[config.mk]
export PLATFORM = sky130hd
export DESIGN_NAME = color_key_bitmap_blitter
export DESIGN_NICKNAME = d
export VERILOG_FILES = /design/src/design/ckb_pkg.sv /design/src/design/ckb_scan.sv /design/src/design/color_key_bitmap_blitter.sv
export SDC_FILE = /design/constraint.sdc
export NUM_CORES = 1
export LEC_CHECK = 0
export ABC_AREA = 1
export BUFFER_PORTS_ARGS = -buffer_cell sky130_fd_sc_hd__buf_2
export CAP_MARGIN = 20
export CORE_MARGIN = 1.5
export CORE_UTILIZATION = 45
export CTS_BUF_LIST = sky130_fd_sc_hd__clkbuf_2 sky130_fd_sc_hd__clkbuf_4 sky130_fd_sc_hd__clkbuf_8
export CTS_CLUSTER_SIZE = 8
export DETAILED_ROUTE_END_ITERATION = 16
export HOLD_SLACK_MARGIN = 0.15
export SLEW_MARGIN = 10
export SYNTH_ARGS = -nofsm -noshare
export SYNTH_HDL_FRONTEND = slang
export SYNTH_HIERARCHICAL = 1
export SYNTH_SLANG_ARGS = --single-unit
[constraint.sdc]
create_clock -name clk_i -period 9.25 [get_ports clk_i]
set_clock_uncertainty 0.2 [all_clocks]
set_input_delay 0 -clock clk_i [delete_from_list [all_inputs] [get_ports clk_i]]
set_output_delay 0 -clock clk_i [all_outputs]
set_load 0.05 [all_outputs]
[src/design/ckb_pkg.sv]
// Package for the color-key bitmap blitter: request structs, key color,
// register indexes and the internal pixel job record. No dependencies.
package ckb_pkg;

  localparam int CFG_IDX_W  = 3;
  localparam int CFG_DATA_W = 9;

  localparam logic [CFG_IDX_W-1:0] CFG_IMAGE_WIDTH   = 3'd0;
  localparam logic [CFG_IDX_W-1:0] CFG_IMAGE_HEIGHT  = 3'd1;
  localparam logic [CFG_IDX_W-1:0] CFG_ORIGIN_X      = 3'd2;
  localparam logic [CFG_IDX_W-1:0] CFG_ORIGIN_Y      = 3'd3;
  localparam logic [CFG_IDX_W-1:0] CFG_TARGET_SELECT = 3'd4;

  localparam logic [7:0] KEY_BLUE  = 8'hEF;
  localparam logic [7:0] KEY_GREEN = 8'h00;
  localparam logic [7:0] KEY_RED   = 8'hFF;

  // Screen column and row of a pixel; the row bound covers screens of up to 1024 rows.
  localparam int JOB_COL_W = 10;
  localparam int JOB_ROW_W = 10;

  localparam int ADDR_W = 19;

  typedef struct packed {
    logic [7:0] pixel_byte;
    logic       image_start;
  } in_item_t;

  typedef struct packed {
    logic              target_screen;
    logic [ADDR_W-1:0] byte_address;
    logic [7:0]        blue;
    logic [7:0]        green;
    logic [7:0]        red;
    logic              last_write;
  } out_item_t;

  // One visible, non-key pixel: screens still to write and its place on screen.
  typedef struct packed {
    logic [1:0]           mask;
    logic [JOB_COL_W-1:0] col;
    logic [JOB_ROW_W-1:0] row;
    logic [7:0]           blue;
    logic [7:0]           green;
    logic [7:0]           red;
  } job_t;

endpackage

[src/design/ckb_scan.sv]
// Byte sequencer of the blitter: configuration registers, triple assembly,
// row and padding counters, key and clip test. Depends on ckb_pkg.
module ckb_scan #(
  parameter int SCREEN_ROWS = 240,
  parameter int SCREEN_COLS = 400
) (
  input  logic                             clk_i,
  input  logic                             rst_ni,
  input  logic                             cfg_we_i,
  input  logic [ckb_pkg::CFG_IDX_W-1:0]    cfg_index_i,
  input  logic [ckb_pkg::CFG_DATA_W-1:0]   cfg_data_i,
  input  logic                             in_fire_i,
  input  ckb_pkg::in_item_t                in_data_i,
  output logic                             job_valid_o,
  output ckb_pkg::job_t                    job_o
);
  import ckb_pkg::*;

  localparam logic [1:0] PH_BLUE  = 2'd0;
  localparam logic [1:0] PH_GREEN = 2'd1;
  localparam logic [1:0] PH_RED   = 2'd2;

  logic [8:0] width_q, width_d;
  logic [7:0] height_q, height_d;
  logic [8:0] ox_q, ox_d;
  logic [7:0] oy_q, oy_d;
  logic [1:0] tsel_q, tsel_d;
  logic [1:0] phase_q, phase_d;
  logic [7:0] blue_q, blue_d;
  logic [7:0] green_q, green_d;
  logic [8:0] count_q, count_d;
  logic [7:0] rows_q, rows_d;
  logic [1:0] pad_q, pad_d;

  logic [8:0] eff_w;
  logic [7:0] eff_h;
  logic [7:0] new_h;
  logic [1:0] phase_s;
  logic [8:0] count_s;
  logic [8:0] count_inc;
  logic [7:0] rows_s;
  logic [7:0] rows_dec;
  logic [1:0] pad_s;
  logic       eor;
  logic [JOB_COL_W-1:0] col;
  logic [8:0] down;
  logic       visible;
  logic       is_key;

  always_comb begin
    eff_w = (width_q == '0) ? 9'd1 : width_q;
    eff_h = (height_q == '0) ? 8'd1 : height_q;

    // Restart request takes effect before this byte is used.
    phase_s = in_data_i.image_start ? PH_BLUE : phase_q;
    count_s = in_data_i.image_start ? '0 : count_q;
    pad_s   = in_data_i.image_start ? '0 : pad_q;
    rows_s  = in_data_i.image_start ? eff_h : rows_q;

    col     = {1'b0, ox_q} + {1'b0, count_s};
    down    = {1'b0, oy_q} + {1'b0, rows_s};
    visible = (32'(col) < SCREEN_COLS) && (32'(down) <= SCREEN_ROWS);
    is_key  = (blue_q == KEY_BLUE) && (green_q == KEY_GREEN) &&
              (in_data_i.pixel_byte == KEY_RED);

    job_o.mask  = (!is_key && visible) ? tsel_q : 2'b00;
    job_o.col   = col;
    job_o.row   = JOB_ROW_W'(SCREEN_ROWS - 32'(down));
    job_o.blue  = blue_q;
    job_o.green = green_q;
    job_o.red   = in_data_i.pixel_byte;
    job_valid_o = 1'b0;

    width_d  = width_q;
    height_d = height_q;
    ox_d     = ox_q;
    oy_d     = oy_q;
    tsel_d   = tsel_q;
    phase_d  = phase_q;
    blue_d   = blue_q;
    green_d  = green_q;
    count_d  = count_q;
    rows_d   = rows_q;
    pad_d    = pad_q;
    eor      = 1'b0;
    count_inc = count_s + 9'd1;
    new_h    = eff_h;

    if (in_fire_i) begin
      phase_d = phase_s;
      count_d = count_s;
      pad_d   = pad_s;
      rows_d  = rows_s;
      if (pad_s != '0) begin
        // Skip padding; the last one closes the row.
        pad_d = pad_s - 2'd1;
        eor   = (pad_s == 2'd1);
      end else begin
        unique case (phase_s)
          PH_BLUE: begin
            blue_d  = in_data_i.pixel_byte;
            phase_d = PH_GREEN;
          end
          PH_GREEN: begin
            green_d = in_data_i.pixel_byte;
            phase_d = PH_RED;
          end
          PH_RED: begin
            phase_d     = PH_BLUE;
            job_valid_o = (job_o.mask != 2'b00);
            if (count_inc >= eff_w) begin
              count_d = '0;
              pad_d   = eff_w[1:0];
              eor     = (eff_w[1:0] == 2'b00);
            end else begin
              count_d = count_inc;
            end
          end
          default: begin
            phase_d = PH_BLUE;
          end
        endcase
      end
    end

    rows_dec = rows_d - 8'd1;
    if (eor) begin
      // Other counters are already at their restart values here.
      rows_d = (rows_dec == '0) ? eff_h : rows_dec;
    end

    if (cfg_we_i) begin
      unique case (cfg_index_i)
        CFG_IMAGE_WIDTH: begin
          width_d = cfg_data_i[8:0];
          phase_d = PH_BLUE;
          count_d = '0;
          pad_d   = '0;
          rows_d  = eff_h;
        end
        CFG_IMAGE_HEIGHT: begin
          height_d = cfg_data_i[7:0];
          new_h    = (cfg_data_i[7:0] == '0) ? 8'd1 : cfg_data_i[7:0];
          phase_d  = PH_BLUE;
          count_d  = '0;
          pad_d    = '0;
          rows_d   = new_h;
        end
        CFG_ORIGIN_X:      ox_d   = cfg_data_i[8:0];
        CFG_ORIGIN_Y:      oy_d   = cfg_data_i[7:0];
        CFG_TARGET_SELECT: tsel_d = cfg_data_i[1:0];
        default: begin
        end
      endcase
    end
  end

  always_ff @(posedge clk_i or negedge rst_ni) begin
    if (!rst_ni) begin
      width_q  <= 9'd1;
      height_q <= 8'd1;
      ox_q     <= '0;
      oy_q     <= '0;
      tsel_q   <= 2'd1;
      phase_q  <= PH_BLUE;
      count_q  <= '0;
      rows_q   <= 8'd1;
      pad_q    <= '0;
    end else begin
      width_q  <= width_d;
      height_q <= height_d;
      ox_q     <= ox_d;
      oy_q     <= oy_d;
      tsel_q   <= tsel_d;
      phase_q  <= phase_d;
      count_q  <= count_d;
      rows_q   <= rows_d;
      pad_q    <= pad_d;
    end
  end

  always_ff @(posedge clk_i) begin
    blue_q  <= blue_d;
    green_q <= green_d;
  end

endmodule

[src/design/color_key_bitmap_blitter.sv]
// Top level of the color-key bitmap blitter: pixel job stage, address
// multiply and two-write output register. Depends on ckb_pkg and ckb_scan.
//
// The block takes the pixel array of a bottom-up 24-bit bitmap one byte per
// request, row padding included, and turns every blue, green, red triple that
// is not the key color (red FF, green 00, blue EF) and lies on screen into a
// framebuffer write: one for each selected screen, top screen first, with
// last_write on the final one. Byte requests are taken one per cycle without
// a gap while out_stall_i stays low; a pixel makes one write per selected
// screen, so only a pixel written to both screens needs a second write, and
// that is hidden by the two blank bytes of the next triple. The red byte goes
// into the job register, where the key and clip test have already been made,
// and from there through the constant multiply that forms the column-major
// address into the output register. Write configuration only while the block
// is idle; a write to the image width or height restarts the byte counters,
// as image_start does. There is no clearing pass after reset.
module color_key_bitmap_blitter #(
  parameter int SCREEN_ROWS = 240,
  parameter int SCREEN_COLS = 400
) (
  input  logic                           clk_i,
  input  logic                           rst_ni,
  input  logic                           cfg_we_i,
  input  logic [ckb_pkg::CFG_IDX_W-1:0]  cfg_index_i,
  input  logic [ckb_pkg::CFG_DATA_W-1:0] cfg_data_i,
  input  logic                           in_valid_i,
  output logic                           in_stall_o,
  input  ckb_pkg::in_item_t              in_data_i,
  output logic                           out_valid_o,
  input  logic                           out_stall_i,
  output ckb_pkg::out_item_t             out_data_o
);
  import ckb_pkg::*;

  // Wide enough for column * rows + row, times three, at the largest screen.
  localparam int PROD_W = 24;

  logic  in_fire;
  logic  out_fire;
  logic  scan_valid;
  job_t  scan_job;

  logic  jv_q, jv_d;
  job_t  job_q;

  logic [1:0]        omask_q, omask_d;
  logic [ADDR_W-1:0] addr_q;
  logic [7:0]        blue_q, green_q, red_q;

  logic              out_last;
  logic              out_free;
  logic              load_out;
  logic [PROD_W-1:0] pix_index;
  logic [PROD_W-1:0] byte_off;

  ckb_scan #(
    .SCREEN_ROWS (SCREEN_ROWS),
    .SCREEN_COLS (SCREEN_COLS)
  ) u_scan (
    .clk_i       (clk_i),
    .rst_ni      (rst_ni),
    .cfg_we_i    (cfg_we_i),
    .cfg_index_i (cfg_index_i),
    .cfg_data_i  (cfg_data_i),
    .in_fire_i   (in_fire),
    .in_data_i   (in_data_i),
    .job_valid_o (scan_valid),
    .job_o       (scan_job)
  );

  // Output side: a write is pending for each set bit of the screen mask.
  assign out_valid_o = (omask_q != 2'b00);
  assign out_fire    = out_valid_o && !out_stall_i;
  assign out_last    = (omask_q != 2'b11);

  // Free the output register when it is empty or its last write leaves now.
  assign out_free  = !out_valid_o || (out_fire && out_last);
  assign load_out  = jv_q && out_free;

  // Take a byte whenever the job register is empty or drains this cycle.
  assign in_stall_o = jv_q && !load_out;
  assign in_fire    = in_valid_i && !in_stall_o;

  // Column-major address: (rows * column + row) * 3.
  assign pix_index = PROD_W'(job_q.col) * PROD_W'(SCREEN_ROWS) + PROD_W'(job_q.row);
  assign byte_off  = (pix_index << 1) + pix_index;

  always_comb begin
    jv_d = jv_q;
    if (in_fire) begin
      jv_d = scan_valid;
    end else if (load_out) begin
      jv_d = 1'b0;
    end

    omask_d = omask_q;
    if (load_out) begin
      omask_d = job_q.mask;
    end else if (out_fire) begin
      // Drop the screen just written; top screen goes first.
      omask_d = omask_q & (omask_q - 2'd1);
    end
  end

  always_ff @(posedge clk_i or negedge rst_ni) begin
    if (!rst_ni) begin
      jv_q    <= 1'b0;
      omask_q <= 2'b00;
    end else begin
      jv_q    <= jv_d;
      omask_q <= omask_d;
    end
  end

  always_ff @(posedge clk_i) begin
    if (in_fire && scan_valid) begin
      job_q <= scan_job;
    end
    if (load_out) begin
      addr_q  <= byte_off[ADDR_W-1:0];
      blue_q  <= job_q.blue;
      green_q <= job_q.green;
      red_q   <= job_q.red;
    end
  end

  always_comb begin
    out_data_o.target_screen = !omask_q[0];
    out_data_o.byte_address  = addr_q;
    out_data_o.blue          = blue_q;
    out_data_o.green         = green_q;
    out_data_o.red           = red_q;
    out_data_o.last_write    = out_last;
  end

  // A job never waits without a screen to write.
  a_job_has_mask: assert property (@(posedge clk_i) disable iff (!rst_ni)
    jv_q |-> (job_q.mask != 2'b00))
    else $error("job register holds a pixel with no target screen");

  // After a write that is not the last, the bottom-screen write follows.
  a_second_write: assert property (@(posedge clk_i) disable iff (!rst_ni)
    (out_fire && !out_last) |=> (out_valid_o && out_data_o.target_screen))
    else $error("first of two writes not followed by bottom-screen write");

  // With the last write gone and nothing loaded, the output goes empty.
  a_drain: assert property (@(posedge clk_i) disable iff (!rst_ni)
    (out_fire && out_last && !load_out) |=> !out_valid_o)
    else $error("output still valid after its last write left");

  // A blocked job stays put until the output register takes it.
  a_job_held: assert property (@(posedge clk_i) disable iff (!rst_ni)
    (jv_q && !load_out) |=> (jv_q && $stable(job_q)))
    else $error("pending pixel job lost while output was busy");

endmodule

# Yosys cells after proc, flatten, opt, wreduce, memory -nomap -nowiden
# Cells that the tools add are included.
[word_totals] reg_bits=165 inputBits=26 out_inout_bits=47 word_cells=127
[classes] addsub=9 n_mul=1 order_cmp=3 n_eq_ne=10 n_mux=41 bitwise_logic=2 reduce_logical=38
[op_table] op="$mux W9" count=8
[op_table] op="$mux W8" count=7
[op_table] op="$logic_not A8 Y1" count=4
[op_table] op="$mux W2" count=15
[op_table] op="$add A18 B10 Y19" count=1
[op_table] op="$add A19 B19 Y19" count=1
[op_table] op="$eq A8 B8 Y1 const B" count=2
[op_table] op="$pmux W8 S2" count=1
[op_table] op="$mul A10 B4 Y14 const B" count=1
[op_table] op="$add A9 B9 Y10" count=1
[op_table] op="$logic_and A1 B1 Y1" count=10
[op_table] op="$lt A10 B9 Y1 const B" count=1
[op_table] op="$reduce_and A2 Y1" count=5
[op_table] op="$reduce_bool A2 Y1" count=5
[op_table] op="$sub A8 B9 Y10 const A" count=1
[op_table] op="$add A8 B8 Y9" count=1
[op_table] op="$add A9 B1 Y9 const B" count=1
[op_table] op="$ge A9 B9 Y1" count=1
[op_table] op="$le A9 B8 Y1 const B" count=1
[op_table] op="$logic_not A9 Y1" count=1
[op_table] op="$mux W1" count=9
[op_table] op="$sub A8 B1 Y8 const B" count=1
[op_table] op="$eq A3 B2 Y1 const B" count=2
[op_table] op="$logic_not A1 Y1" count=6
[op_table] op="14 further kinds" count=18

# Logic depth before layout (Yosys ltp)
# Gate-level depths: netlist (run 1).
[depth] ltp_word=16 mapped_depth=29 depth_no_buf=28

# Cells and area by module
# The synthesis (run 1) kept the hierarchy.
[by_module_without_submodules] mod="color_key_bitmap_blitter" n_inst=1 cells_per_inst=511 area_per_inst_um2=5425.2 seq_area_each_um2=2747.6
[by_module_without_submodules] mod="ckb_scan" n_inst=1 cells_per_inst=659 area_per_inst_um2=5029.8 seq_area_each_um2=1911.8

# Least setup slack after synthesis (run 1)
# OpenSTA, ideal clock, no wires.
[synth_path] path_kind="reg2reg" from="reg job_q[37] (netlist bit)" to="reg addr_q[18] (data pin)" setup_ns=0.253 arrival_ns=4.659 required_ns=8.797 path_slack_ns=4.138 path_stages_with_launch=28 path_buffers=1 period_less_slack_ns=5.112 cell_sequence="edfxtp_1 > inv_1 > fa_1 > fa_1 > inv_1 > ha_1 > buf_4 > inv_1 > nand2_1 > nand2_1 > xor2_1 > ha_1 > nand2_1 > nor3_1 > nor2_1 > nor2_2 > nand3_4 > nor2_1 > xnor2_1 > inv_1 > ha_1 > nand2_1 > nor3_1 > nand2_1 > o311ai_0 > inv_1 > nand2_1 > nand2_1"
[synth_via] elab_chain_len=3
[synth_rtl] element="start, declared" line_no="color_key_bitmap_blitter.sv:44" rtl="job_t job_q;"
[synth_rtl] element="start signal, assigned" line_no="color_key_bitmap_blitter.sv:117" rtl="job_q <= scan_job;"
[synth_rtl] element="$mul A10 B4 Y14" line_no="color_key_bitmap_blitter.sv:85" rtl="assign pix_index = PROD_W'(job_q.col) * PROD_W'(SCREEN_ROWS) + PROD_W'(job_q.row);"
[synth_rtl] element="$add A18 B10 Y19" line_no="color_key_bitmap_blitter.sv:85"
[synth_rtl] element="$add A19 B19 Y19" line_no="color_key_bitmap_blitter.sv:86" rtl="assign byte_off = (pix_index << 1) + pix_index;"
[synth_rtl] element="named net byte_off[18]" line_no="color_key_bitmap_blitter.sv:54" rtl="logic [PROD_W-1:0] byte_off;"
[synth_rtl] element="end signal, assigned" line_no="color_key_bitmap_blitter.sv:120" rtl="addr_q <= byte_off[ADDR_W-1:0];"
[synth_rtl] element="end, declared" line_no="color_key_bitmap_blitter.sv:47" rtl="logic [ADDR_W-1:0] addr_q;"
# The timed path passes the listed nets, and every way through them passes these cells.
# A chain may end at the register's enable or synchronous reset.

# Worst setup path in the final report (run 1)
# Ends and elaborated chain as after synthesis.

==> out/summary.txt, run 1 <==
Post-synth EDFFs - 105
VDD IR-drop max - 100 uV
Number of diodes - 0
Die width - 155 um
Chip height - 155 um
Critical path class - register to register
Area of the core - 22700 sq um
Hold Path Class - register to register
Vias in the first global route - 7806
Routed Antenna Nets - 0
Setup crit start kind - register
Root buffer cell - clkbuf_8
Clock Sinks - 165
Register area share after synthesis - 0.446
CTS tree - built
Gp weighted congestion - 0.896
# IOs - 73
Share of cells above drive strength 1 - 0.143
Top cells by count, synth - nand2_1 (248), inv_1 (180), edfxtp_1 (105)
Cts hold-fix bufs - 53
DR vias - 8055
Total Routing Usage GR - 0.196
Pre-CTS worst setup slack - 3.72 ns
Status - completed
Async SR Flop Fraction - 0.364
Area Overhead vs Synth - 15.1%
Top post-synthesis cells by area - edfxtp_1 (30%), dfrtp_1 (13%), nand2_1 (8.9%)
Slew headroom - 0.389
YS warnings - 6
Initial drt markers - 471
Drt total wl - 22.6 mm
Worst-Skew Late Latency - 0.46 ns
DR vias/cell - 5.05
Yosys top cell by area - edfxtp_1
Min Tclk post-route - 5.49 ns
Final net count - 1414
Final Max Tran Viols - 0
Setup TNS Final - 0 ns
Worst EP arrival - 5.53 ns
CP endpoint kind - register
Clk buf depth - 2
Top cell type's share of synthesized area - 0.302
Cell Pwr Density - 163 nW/um^2
Max Clk Rate - 182 MHz
Final period util - 0.593
Clk slew on worst S/H paths - 0.11 ns
Placement row count - 55
Top-count cell post-synth - nand2_1
Pre-antenna DRT Iters - 5
Full die area - 24200 sq um
Netlist Area Pre-Place - 10500 sq um
Synthesis-stage register bit count - 165
Setup ws final - 3.76 ns
Antenna violations before repair - 0
Final hold vios - 0
H-tree level count - 4
Largest net degree at the start of global routing - 61
HPWL Detailed - 16.7 mm
Setup Fix Bufs, Post-CTS - 0
Slew @ Worst Pin - 0.912 ns
Crit path required time - 9.29 ns
Layout fillers - 2105
Synth Instances - 1170
DRC viols - 0
Syn_nets - 1288
Wire per inst - 14.2 um
Initial core utilization - 0.460
Post_cts resized - 0
First-pass GRT wire length - 37.4 mm
Synth Area per Inst - 8.94 sq um
MaxCap Viol Count - 0
Final setup viols - 0
Buffers on Ports - 72
Synth Flop Type - edfxtp_1
Synth cell types - 53
GRT overflow - 0
CTS buffer count - 17
Worst-path fanout max - 7
RSZ-0062 raised after global routing - false
Leak - 5.56 nW
==> per-stage QoR <==
step	total power [mW]	utilization	hold WS, ns	cell area [sq um]	std cells
5_1_grt	2.09	0.530	0.235	12000	1594
3_5_place_dp	1.41	0.488	0.0194	11100	1509
2_1_floorplan	1.29	-	-0.496	10500	1170
4_1_cts	1.98	0.530	0.226	12000	1594
3_3_place_gp	1.40	0.488	0.0188	11100	1509
6_report	1.96	0.530	0.223	12000	1594
==> per-layer routing <==
layer	vias up	share of wire	wire length, um	GRT usage
met4	0	0.017	389	0.0617
met1	3747	0.45	10300	0.249
li1	4113	-	-	-
met2	165	0.49	11200	0.342
met5	-	0	0	0
met3	30	0.034	767	0.0323
==> area by class of cell <==
type,count,area (sq um),share of cell area
clock buffer,17,234,0.0194
clock inverter,15,200,0.0166
inverter,191,717,0.0596
multi-input combinational,793,4960,0.412
sequential,165,4660,0.387
tap,285,357,0.0296
timing repair buffer,128,913,0.0759
==> worst paths after layout <==
check	from	end	slack, ns	depth (start not counted)
max	job_q[37]$_DFFE_PP_	addr_q[18]$_DFFE_PP_	3.76	26
min	job_q[7]$_DFFE_PP_	red_q[7]$_DFFE_PP_	0.22	0
max reg2reg	job_q[37]$_DFFE_PP_	addr_q[18]$_DFFE_PP_	3.76	26
min reg2reg	job_q[7]$_DFFE_PP_	red_q[7]$_DFFE_PP_	0.22	0
max in group asynchronous	rst_ni	u_scan/count_q[3]$_DFF_PN0_	7.75	4
min in group asynchronous	rst_ni	u_scan/height_q[7]$_DFFE_PN0P_	0.56	4
==> cell families after synthesis <==
group | share of synthesized area
compound gates | 0.0876
xor+xnor | 0.0436
fa+ha+maj | 0.125
buf+inv | 0.0816
flops | 0.446
simple gates | 0.216
==> power breakdown <==
group	leakage (nW)	switching, mW	internal (mW)
Clock	0.219	0.316	0.235
Combinational	3.65	0.325	0.195
Sequential	1.69	0.0328	0.860
==> critical path: stages (launching register included) <==
cell and delay [ns]:
edfxtp_1 0.43, inv_1 0.18, fa_1 0.46, fa_1 0.51
inv_1 0.04, ha_1 0.39, inv_1 0.07, nand2_1 0.13
nand2_1 0.08, xor2_1 0.14, ha_1 0.34, nand2_1 0.09
nor3_1 0.13, nor2_1 0.10, nor2_2 0.16, nand3_4 0.11
nor2_1 0.12, xnor2_1 0.12, inv_1 0.08, ha_1 0.35
nand2_1 0.11, nor3_1 0.27, nand2_1 0.07, o311ai_0 0.38
inv_1 0.07, nand2_1 0.07, nand2_1 0.05
==> cells in the final DEF, fill, tap and decap left out, drive strengths merged, types with 2 or more instances in the layout <==
cell type    count
a21o             4
buf             75
dlygate4sd3     53
o211ai           2
o21bai           2
edfxtp         105
nor2            88
xor2            30
inv            197
nor4             3
a31oi            4
clkbuf          17
nand3           76
dfrtp           56
clkinv           8
a221oi           8
ha              71
or2              4
xnor2           22
nor3             9
nand3b           4
nand2          278
dfstp            4
fa              21
nand4           25
a21oi           57
o21ai           73
==> flip-flops by register name (all words and copies together) (netlist names) <==
name,count
u_scan/oy_q,8
u_scan/rows_q,8
u_scan/pad_q,2
u_scan/height_q,8
u_scan/width_q,9
red_q,8
u_scan/green_q,8
jv_q,1
u_scan/ox_q,9
job_q,46
blue_q,8
omask_q,2
u_scan/blue_q,8
green_q,8
u_scan/count_q,9
u_scan/tsel_q,2
addr_q,19
u_scan/phase_q,2
Note: power is estimated with default switching activity, not from simulation.
==> run 2, diff against run 1 <==
==> constraint.sdc (replaced) <==
create_clock -name clk_i -period 5.3 [get_ports clk_i]
set_clock_uncertainty 0.2 [all_clocks]
set_input_delay 0 -clock clk_i [delete_from_list [all_inputs] [get_ports clk_i]]
set_output_delay 0 -clock clk_i [all_outputs]
set_load 0.05 [all_outputs]
==> run 2 against run 1 <==
Worst hold slack worse by 0.033 ns. Fmax is 8.4% higher. Combinational power is 77% higher. Sequential power is 75% higher. Critical path depth is 1 higher. Non-clock buffer count is 8 higher. Global-route usage is 0.38 points lower. Clock-buffer cell count stayed put. Sequential share of layout area is 0.47 points lower.
==> out/summary.txt, run 2 (same netlist as run 1, synthesis figures left out) <==
Status - completed
Final Max Tran Viols - 0
Top reg by flops - job_q
Slew @ Worst Pin - 0.883 ns
Die width - 155 um
Final net count - 1422
VDD IR-drop max - 166 uV
Most frequent cells in the layout - nand2_1 (243), inv_1 (177), edfxtp_1 (105)
Clk slew on worst S/H paths - 0.10 ns
Pre-CTS worst setup slack - 0.0305 ns
HPWL Detailed - 16.3 mm
Cell Area, Placed - 11100 sq um
Most used cell, CP - nand2_1
Initial core utilization - 0.460
GRT overflow - 0
Setup crit start kind - register
Largest net degree at the start of global routing - 61
H-tree level count - 4
Drt total wl - 22.3 mm
MaxCap Viol Count - 0
Vias in the first global route - 7901
Buffers on Ports - 72
Layout fillers - 2113
DR vias/cell - 5.00
Worst-path fanout max - 4
RSZ-0062 raised after global routing - true
Initial drt markers - 437
CP endpoint kind - register
Full die area - 24200 sq um
Final hold vios - 0
Fin cells - 1602
Gp weighted congestion - 0.925
Power Internal - 2.21 mW
Slew headroom - 0.409
Number of diodes - 0
CTS buffer count - 17
Sw Pwr - 1.19 mW
Routed Antenna Nets - 0
Placement row count - 55
Max Clk Rate - 198 MHz
Cell Pwr Density - 279 nW/um^2
Root buffer cell - clkbuf_8
Top flop regs - job_q: 46 flops, addr_q: 19 flops
Clock Sinks - 165
Critical path class - register to register
Worst-Skew Late Latency - 0.47 ns
Wire per inst - 13.9 um
Worst R2R Path Depth - 27
Delay-heaviest family, CP - adder cells
Final setup viols - 0
Reg2reg setup slack - 0.24 ns
Buf/Inv on CP - 4
# IOs - 73
Hold depth - 4
Leak - 5.60 nW
Total Routing Usage GR - 0.192
Area of the core - 22700 sq um
CTS tree - built
First-pass GRT wire length - 37.1 mm
Hold Path Class - input port to register
Pre-antenna DRT Iters - 5
Antenna violations before repair - 0
Crit-path slowest cell - fa_1
DRC viols - 0
Hold_sp - cfg_data_i[7]
Final period util - 0.955
Min Tclk post-route - 5.06 ns
Chip height - 155 um
Fin area - 12200 sq um
Share of cells above drive strength 1 - 0.166
Crit path required time - 5.33 ns
Clk buf depth - 2
Worst r2r dst - addr_q[18]$_DFFE_PP_
Commonest non-fill, non-tap cell in the layout - nand2_1
Worst EP arrival - 5.09 ns
Clk pwr share - 0.271
Part of the power in registers - 0.458
Hold WS - 0.190 ns
Max reg flops - 46
Area Overhead vs Synth - 16.5%
Setup ws final - 0.240 ns
DR vias - 8014
Fin util - 0.537
Sw frac - 0.350
Dpl cells - 1515
End of the worst hold path - u_scan/height_q[7]$_DFFE_PN0P_
Logic pwr share - 0.270
Reg2reg start - job_q[35]$_DFFE_PP_
Crit-path max cell delay - 0.53 ns
==> run 2: cell count changes in the layout (fill, tap and decap cells not counted), sizes merged <==
cell	delta
buf	+10
clkinv	-2
clkinvlp	+2
dlygate4sd3	-2
bufinv	-1
inv	+1
==> run 2: cell type report <==
class | instances | area (sq um) | share of cell area
well taps | 285 | 357 | 0.0293
multi-input cells | 793 | 5070 | 0.416
flip-flops and latches | 165 | 4660 | 0.382
clock inverters | 15 | 174 | 0.0143
inverters | 191 | 717 | 0.0588
repair buffers | 136 | 972 | 0.0798
clock buffers | 17 | 234 | 0.0192
==> run 2: timing repair <==
item | 4_1_cts | 5_1_grt
hold buffers | 51 | 0
pin swaps | 0 | 12
buffers inserted | 0 | 4
hold endpoints to repair | 166 | 0
endpoints found under the setup margin | 1 | 4
gates resized for setup | 1 | 24
==> run 2: power by group through the flow <==
stage                     clock [mW]  sequential, mW  combinational (mW)
final                          0.923            1.56               0.920
after floorplan                    0            1.57               0.673
after detailed placement           0            1.59               0.865
after CTS                      0.946            1.56               0.903
after global routing           0.987            1.57                1.06
after global placement             0            1.58               0.859
==> run 2: worst max path at each step <==
stage | cells after the start | endpoint | startpoint | slack [ns]
floorplan | 27 | addr_q[18]$_DFFE_PP_ | job_q[37]$_DFFE_PP_ | 0.19
global placement | 26 | addr_q[18]$_DFFE_PP_ | job_q[37]$_DFFE_PP_ | 0.09
detailed placement | 26 | addr_q[18]$_DFFE_PP_ | job_q[37]$_DFFE_PP_ | 0.03
CTS | 26 | addr_q[18]$_DFFE_PP_ | job_q[37]$_DFFE_PP_ | 0.09
global route | 26 | addr_q[18]$_DFFE_PP_ | job_q[36]$_DFFE_PP_ | -0.07
finish | 27 | addr_q[18]$_DFFE_PP_ | job_q[35]$_DFFE_PP_ | 0.24
==> run 2: metrics by stage <==
stage / total power, mW / setup TNS (ns)
global route: 3.61 / -0.0774
floorplan: 2.25 / 0
finish: 3.40 / 0
CTS: 3.41 / 0
detailed placement: 2.45 / 0
global placement: 2.44 / 0
==> run 2: worst min-delay path: cells and delay by family <==
| family | cells | cell delay (ns) |
|---|---|---|
| and+or+nand+nor | 1 | 0.08 |
| AOI/OAI and AO/OA | 1 | 0.08 |
| buffers and inverters | 2 | 0.66 |
==> run 2: metal layers <==
metal	routed length (um)	up-vias	global-route usage
li1	-	4128	-
met1	10200	3676	0.245
met2	10900	177	0.330
met3	857	33	0.0304
met4	412	0	0.0730
met5	0	-	0
